## src/hdl/refraction_container_tracker_defines.svh

```systemverilog
// Assertion macros shared by the tracker RTL.
`ifndef REFRACTION_CONTAINER_TRACKER_DEFINES_SVH
`define REFRACTION_CONTAINER_TRACKER_DEFINES_SVH
`ifndef SYNTH
// Same-cycle implication.
`define RCT_ASSERT_IMPL(lbl, clk, rst_n, ante, cons) \
    lbl: assert property (@(posedge clk) disable iff (!rst_n) (ante) |-> (cons)) \
        else $error("assertion failed");
// Next-cycle implication.
`define RCT_ASSERT_NEXT(lbl, clk, rst_n, ante, cons) \
    lbl: assert property (@(posedge clk) disable iff (!rst_n) (ante) |=> (cons)) \
        else $error("assertion failed");
`else
`define RCT_ASSERT_IMPL(lbl, clk, rst_n, ante, cons)
`define RCT_ASSERT_NEXT(lbl, clk, rst_n, ante, cons)
`endif
`endif

```

## src/hdl/rct_pkg.sv

```systemverilog
package rct_pkg;

    localparam int MAX_CONTAINERS = 8;
    localparam int ID_W           = 16;
    localparam int IDX_W          = 16;
    localparam logic [IDX_W-1:0] INDEX_ONE = IDX_W'(4096);

    // Broadcast from the controller to every cell.
    typedef struct packed {
        logic             en;
        logic             clear;
        logic [ID_W-1:0]  id;
        logic [IDX_W-1:0] idx;
        logic             any_match;
    } cmd_t;

    // Link from the lower neighbor.
    typedef struct packed {
        logic hit;
        logic valid;
    } link_t;

    // Entry handed down from the upper neighbor.
    typedef struct packed {
        logic             valid;
        logic [ID_W-1:0]  id;
        logic [IDX_W-1:0] idx;
    } entry_t;

    // Cell status.
    typedef struct packed {
        entry_t           cur;
        logic             hit;
        logic             nvalid;
        logic [IDX_W-1:0] nidx;
    } cell_t;

endpackage

```

## src/hdl/rct_cell.sv

```systemverilog
module rct_cell (
    input  logic           aclk,
    input  logic           aresetn,
    input  rct_pkg::cmd_t  cmd,
    input  rct_pkg::link_t low_i,
    input  rct_pkg::entry_t up_i,
    output rct_pkg::cell_t st_o
);

    logic                      valid_reg, valid_next;
    logic [rct_pkg::ID_W-1:0]  id_reg, id_next;
    logic [rct_pkg::IDX_W-1:0] idx_reg, idx_next;
    logic                      self_match, hit, append;

    // Match chain: a match here or below removes this slot and shifts down
    assign self_match = valid_reg && (id_reg == cmd.id);
    assign hit        = low_i.hit | self_match;
    // First free slot appends when the object is not in the list
    assign append     = !valid_reg && low_i.valid && !cmd.any_match;

    always_comb begin
        valid_next = valid_reg;
        id_next    = id_reg;
        idx_next   = idx_reg;
        if (hit) begin
            valid_next = up_i.valid;
            id_next    = up_i.id;
            idx_next   = up_i.idx;
        end else if (append) begin
            valid_next = 1'b1;
            id_next    = cmd.id;
            idx_next   = cmd.idx;
        end
    end

    // Slot valid flag
    always_ff @(posedge aclk) begin
        if (!aresetn) begin
            valid_reg <= 1'b0;
        end else if (cmd.clear) begin
            valid_reg <= 1'b0;
        end else if (cmd.en) begin
            valid_reg <= valid_next;
        end
    end

    // Slot payload
    always_ff @(posedge aclk) begin
        if (cmd.en) begin
            id_reg  <= id_next;
            idx_reg <= idx_next;
        end
    end

    assign st_o.cur.valid = valid_reg;
    assign st_o.cur.id    = id_reg;
    assign st_o.cur.idx   = idx_reg;
    assign st_o.hit       = hit;
    assign st_o.nvalid    = valid_next;
    assign st_o.nidx      = idx_next;

endmodule

```

## src/hdl/refraction_container_tracker.sv

```systemverilog
// A result is registered and shows in the cycle after the request that causes it.
// Throughput: one request per cycle; the output register stalls input only
// while a result waits and m_ready is low.
// The container list is a row of cells with a one-bit match chain through it.
// Reset (aresetn low, synchronous) empties the list and clears hit and
// overflow flags; no clearing pass is needed.
`include "refraction_container_tracker_defines.svh"

module refraction_container_tracker (
    input  logic        aclk,
    input  logic        aresetn,
    input  logic        s_valid,
    output logic        s_ready,
    input  logic [15:0] s_object_id,
    input  logic [15:0] s_refractive_index,
    input  logic        s_is_hit,
    input  logic        s_last,
    output logic        m_valid,
    input  logic        m_ready,
    output logic [15:0] m_index_from,
    output logic [15:0] m_index_to,
    output logic        m_hit_found,
    output logic        m_overflow
);

    localparam int N = rct_pkg::MAX_CONTAINERS;

    rct_pkg::cmd_t             cmd;
    rct_pkg::cell_t            cells [N];
    logic [N-1:0]              valid_vec;
    logic                      accept, any_match, push_drop;
    logic                      hit_done_reg, hit_done_next;
    logic                      ovf_reg, ovf_now;
    logic [rct_pkg::IDX_W-1:0] n1, n2;
    logic                      out_valid_reg;
    logic [15:0]               from_reg, to_reg;
    logic                      found_reg, ovf_out_reg;
    logic                      res_hit, res_miss;

    assign s_ready = !out_valid_reg || m_ready;
    assign accept  = s_valid && s_ready;

    // Row of cells
    assign any_match     = cells[N-1].hit;
    assign cmd.en        = accept && !hit_done_reg;
    assign cmd.clear     = accept && s_last;
    assign cmd.id        = s_object_id;
    assign cmd.idx       = s_refractive_index;
    assign cmd.any_match = any_match;

    for (genvar i = 0; i < N; i++) begin : g_cell
        rct_pkg::link_t  low;
        rct_pkg::entry_t up;
        if (i == 0) begin : g_bot
            assign low.hit   = 1'b0;
            assign low.valid = 1'b1;
        end else begin : g_mid
            assign low.hit   = cells[i-1].hit;
            assign low.valid = cells[i-1].cur.valid;
        end
        if (i == N-1) begin : g_top
            assign up.valid = 1'b0;
            assign up.id    = '0;
            assign up.idx   = '0;
        end else begin : g_low
            assign up = cells[i+1].cur;
        end
        rct_cell u_cell (
            .aclk    (aclk),
            .aresetn (aresetn),
            .cmd     (cmd),
            .low_i   (low),
            .up_i    (up),
            .st_o    (cells[i])
        );
        assign valid_vec[i] = cells[i].cur.valid;
    end

    // Newest entry before (n1) and after (n2) the toggle
    always_comb begin
        n1 = rct_pkg::INDEX_ONE;
        n2 = rct_pkg::INDEX_ONE;
        for (int i = 0; i < N; i++) begin
            if (cells[i].cur.valid && (i == N-1 || !cells[(i+1) % N].cur.valid)) begin
                n1 = cells[i].cur.idx;
            end
            if (cells[i].nvalid && (i == N-1 || !cells[(i+1) % N].nvalid)) begin
                n2 = cells[i].nidx;
            end
        end
    end

    assign push_drop = cells[N-1].cur.valid && !any_match;
    assign ovf_now   = ovf_reg || (cmd.en && push_drop);
    assign res_hit   = cmd.en && s_is_hit;
    assign res_miss  = cmd.en && !s_is_hit && s_last;

    assign hit_done_next = s_last ? 1'b0 : (hit_done_reg || res_hit);

    // Ray flags
    always_ff @(posedge aclk) begin
        if (!aresetn) begin
            hit_done_reg <= 1'b0;
            ovf_reg      <= 1'b0;
        end else if (accept) begin
            hit_done_reg <= hit_done_next;
            ovf_reg      <= s_last ? 1'b0 : ovf_now;
        end
    end

    // Output register
    always_ff @(posedge aclk) begin
        if (!aresetn) begin
            out_valid_reg <= 1'b0;
        end else if (res_hit || res_miss) begin
            out_valid_reg <= 1'b1;
        end else if (m_ready) begin
            out_valid_reg <= 1'b0;
        end
    end

    always_ff @(posedge aclk) begin
        if (res_hit || res_miss) begin
            from_reg    <= res_hit ? n1 : rct_pkg::INDEX_ONE;
            to_reg      <= res_hit ? n2 : rct_pkg::INDEX_ONE;
            found_reg   <= res_hit;
            ovf_out_reg <= ovf_now;
        end
    end

    assign m_valid      = out_valid_reg;
    assign m_index_from = from_reg;
    assign m_index_to   = to_reg;
    assign m_hit_found  = found_reg;
    assign m_overflow   = ovf_out_reg;

    // Occupied cells stay packed at the bottom of the row
    `RCT_ASSERT_IMPL(a_packed, aclk, aresetn, 1'b1, ((valid_vec + N'(1)) & valid_vec) == '0)
    // A last request empties the list
    `RCT_ASSERT_NEXT(a_last_clears, aclk, aresetn, accept && s_last, valid_vec == '0)
    // A hit request yields a found result
    `RCT_ASSERT_NEXT(a_hit_result, aclk, aresetn, res_hit, m_valid && m_hit_found)
    // A miss result carries unit indices
    `RCT_ASSERT_IMPL(a_miss_unit, aclk, aresetn, m_valid && !m_hit_found,
        m_index_from == rct_pkg::INDEX_ONE && m_index_to == rct_pkg::INDEX_ONE)

endmodule
```

## config.mk

```make
export PLATFORM = sky130hd
export DESIGN_NAME = refraction_container_tracker
export DESIGN_NICKNAME = d
export VERILOG_FILES = /design/src/hdl/rct_pkg.sv /design/src/hdl/rct_cell.sv /design/src/hdl/refraction_container_tracker.sv
export VERILOG_INCLUDE_DIRS = /design/src /design/src/hdl
export SDC_FILE = /design/constraint.sdc
export NUM_CORES = 1
export LEC_CHECK = 0
export BUFFER_PORTS_ARGS = -buffer_cell sky130_fd_sc_hd__buf_4
export CORE_UTILIZATION = 45
export CTS_CLUSTER_DIAMETER = 120
export DETAILED_ROUTE_END_ITERATION = 10
export SYNTH_ARGS = -nofsm -noshare
export SYNTH_HDL_FRONTEND = slang
export SYNTH_SLANG_ARGS = --single-unit
```

## constraint.sdc

```tcl
create_clock -name aclk -period 6.84 [get_ports aclk]
set_clock_uncertainty 0.05 [all_clocks]
set_input_delay 1.368 -clock aclk [delete_from_list [all_inputs] [get_ports aclk]]
set_output_delay 1.368 -clock aclk [all_outputs]
set_load 0.02 [all_outputs]
```

==> impl_metrics.csv <==
group,metric,value,unit
yosys,avgSynthCellArea,9.846,µm²
flow_run,drv_cap,0,
yosys,synth_area_leader_cell,"edfxtp_1",
floorplan,rows,72,
clock_tree,post_cts_buffers,0,
clock_tree,numCtsBuffers,36,
power,leakagePower,7.465,nW
drt,drt_pass1_iterations,6,
drt,highest_layer,"met4",
clock_tree,cts_tree,"built",
yosys,ys_seq_elements,301,
power,intPower,0.003535,W
power,p_per_area,237.5,nW/µm²
global_route,gr-total-overflow,0,
critical_path,path_class,"in -> reg",
sta,period_needed,5.685,ns
yosys,netlist_top_cells_count,"360 x nand2_1, 290 x edfxtp_1, 104 x nor2_1",
power,p_comb_frac,0.117,
sta,tightest_slew,1.301,ns
cells_and_area,regArea,8930,µm²
yosys,syn_nets,1866,
sta,max_freq,0.1759,GHz
critical_path,crit_family,"simple AND/OR/NAND/NOR gates",
floorplan,die_area,40800,µm²
cells_and_area,area_delta_synth_final,11.34,%
placed_design,port_buffers,73,
drt,wirelength_met1,25410,µm
drt,drtAntennaViolNets,0,
global_route,grt_pass1_wl,83250,µm
critical_path,worst_ep_arrival_time,5.92,ns
clock_tree,hold_buffers,0,
power,p_clk_frac,0.418,
yosys,async_flop_share,0,
floorplan,chipWidth,202.0,µm
clock_tree,clkSinkCount,301,
sta,slew_violations,0,
min_path,hold_depth,2,
power,irDropWorstVdd,0.1887,mV
clock_tree,cts_resized,0,
cells_and_area,drive_gt1_frac,0.1414,
global_route,grt_antenna_before_repair,0,
cells_and_area,nNetsFinal,1857,
critical_path,cp-end-kind,"flip-flop",
clock_tree,cts.clk_slew.worst_paths,0.06,ns
power,pwr-share-seq,0.465,
placed_design,dp_slack,0.7340,ns
critical_path,cp-start-kind,"input port",
yosys,yosysSeqAreaShare,0.4961,
sta,setup_tns,0,ns
yosys,synth_ff_type,"edfxtp_1",
clock_tree,clock_latency,0.53,ns
placed_design,dpl_cell_area,18830,µm²
clock_tree,root_buffer,"clkbuf_16",
power,switchingPower,0.001224,W
clock_tree,clk_path_buf_depth,3,
critical_path,reg2regPathDepth,11,
yosys,yosysWarnings,0,
outcome,run_status,"finished clean",
clock_tree,cts_max_level,2,
sta,rsz0062_at_grt,"no",
yosys,synth.top_cell.area_share,0.4838,
yosys,syn_inst,1828,
sta,holdWs,0.4225,ns
sta,layout_setup_ws,1.155,ns
sta,maxSlewHeadroom,0.1218,
critical_path,crit_slowest_cell,"and3_1",
critical_path,cpPeakStageDelay,0.57,ns
floorplan,num_io_pins,74,
yosys,synth_area_leaders,"edfxtp_1 48%, nand2_1 7.5%, mux2i_1 4.3%",
drt,met2_length,21870,µm
drt,drt-vias-per-instance,6.026,
floorplan,initial_core_util,0.4614,
min_path,hp-class,"reg -> reg",
cells_and_area,multi_input_area,8275,µm²
power,p_sw_frac,0.2571,
critical_path,cp.required,7.07,ns
critical_path,critPathMaxFanout,27,
global_route,track_usage,0.2594,
drt,drc,0,
placed_design,routabilityCongestion,0.8952,
drt,drtIter0Drc,1541,
sta,setup_viol,0,
yosys,synth_edf_count,290,
cells_and_area,antenna_cells,0,
cells_and_area,final_area,20040,µm²
floorplan,core,39010,µm²
placed_design,place_inst,2299,
global_route,grt_max_degree,72,
sta,hold_viol_final,0,
critical_path,cp_num_buf_inv,1,
drt,via_count,14245,
placed_design,dpl.hpwl,37090,µm
critical_path,crit_chain,"buf_4 > xor2_1 > or4b_1 > or4_1 > o22a_1 > and3_1 > mux2i_1 > a21o_1 > nand3_1 > a211oi_1 > a2111o_1 > nand2_1",
cells_and_area,final_cells,2364,
drt,avgRoutedWirePerCell,22.56,µm
floorplan,die_y,202.0,µm
drt,routed_wl,53340,µm
yosys,synth.most_common_cell,"nand2_1",
critical_path,worst-path-stages,12,
drt,wl_met3,5113,µm
sta,timing.final.crit_share,0.8312,
cells_and_area,final.fill_count,3501,
global_route,grt_pass1_vias,13713,
yosys,synth_cell_type_count,74,
yosys,syn_area,18000,µm²
-- worst paths after layout --
path	start	end	slack, ns
worst min register to register	hit_done_reg	hit_done_reg	0.42
worst max register to register	g_cell[1].u_cell.id_reg[13]	m_index_to[15]	1.79
worst max-delay path	s_object_id[13]	m_index_to[15]	1.15
worst min-delay path	hit_done_reg	hit_done_reg	0.42
-- metrics by stage --
| step | util | power, W |
|---|---|---|
| final | 0.5137 | 0.004759 |
| after global routing | 0.5137 | 0.004897 |
| after CTS | 0.5137 | 0.004767 |
| after detailed placement | 0.4826 | 0.002787 |
| after global placement | 0.4826 | 0.002781 |
| after floorplan | - | 0.002594 |
-- worst reg2reg max path, cell delays in order (launching register included) --
cell and delay (ns):
edfxtp_1 0.42, xor2_1 0.19, or4b_1 0.53, or4_1 0.54
o22a_1 0.45, and3_1 0.57, mux2i_1 0.42, a21o_1 0.52
nand3_1 0.29, a211oi_1 0.55, a2111o_1 0.20, nand2_1 0.05
-- cell families after synthesis --
kind of cell | count (synthesis) | synth area share
muxes | 133 | 0.07779
buffers and inverters | 191 | 0.04546
AOI/OAI and AO/OA | 391 | 0.1472
DFF | 301 | 0.4961
and+or+nand+nor | 684 | 0.1711
xor gates and xnor gates | 128 | 0.06229
-- final cells by class --
type	instances	area share
clock inverters	18	0.01036
flip-flops and latches	301	0.4456
clock buffers	47	0.05014
inverters	30	0.005869
repair buffers	114	0.04271
well taps	518	0.03234
multi-input cells	1336	0.4130
-- layout by cell type, fill, tap and decap left out, types with 8 or more instances in the layout --
cell type	netlist	final
a21o_1	9	9
nor4_1	15	15
o211ai_1	28	28
a31oi_1	13	13
nand4_1	34	34
clkbuf_16	0	38
mux2_2	55	55
inv_1	25	24
nor3_1	23	23
nand2b_1	10	10
a221o_1	17	17
xor2_1	41	41
nand2_1	360	360
nand3_1	51	51
o22ai_1	18	17
and3_1	19	19
o21ai_1	11	11
dfxtp_1	11	10
mux2i_1	78	78
a21oi_1	80	80
buf_4	3	114
clkinv_1	5	8
a22oi_1	38	37
xnor2_1	87	87
o21ai_0	93	93
nor2_1	104	104
and2_1	24	24
edfxtp_1	290	290
-- per-layer routing --
metal  up-vias  GRT usage
li1       6669          -
met1      6778     0.4051
met2       730     0.3614
met3        68    0.05224
met4         0    0.06412
met5         -          0
-- power by group through the flow --
stage               Sequential [W]  Combinational [W]  Clock, W
finish                     0.00221           0.000555   0.00199
global route               0.00222           0.000600   0.00207
CTS                        0.00221           0.000543   0.00201
detailed placement         0.00225           0.000540         0
global placement           0.00225           0.000535         0
floorplan                  0.00225           0.000347         0
No activity file was read; power rests on OpenSTA's default activity.
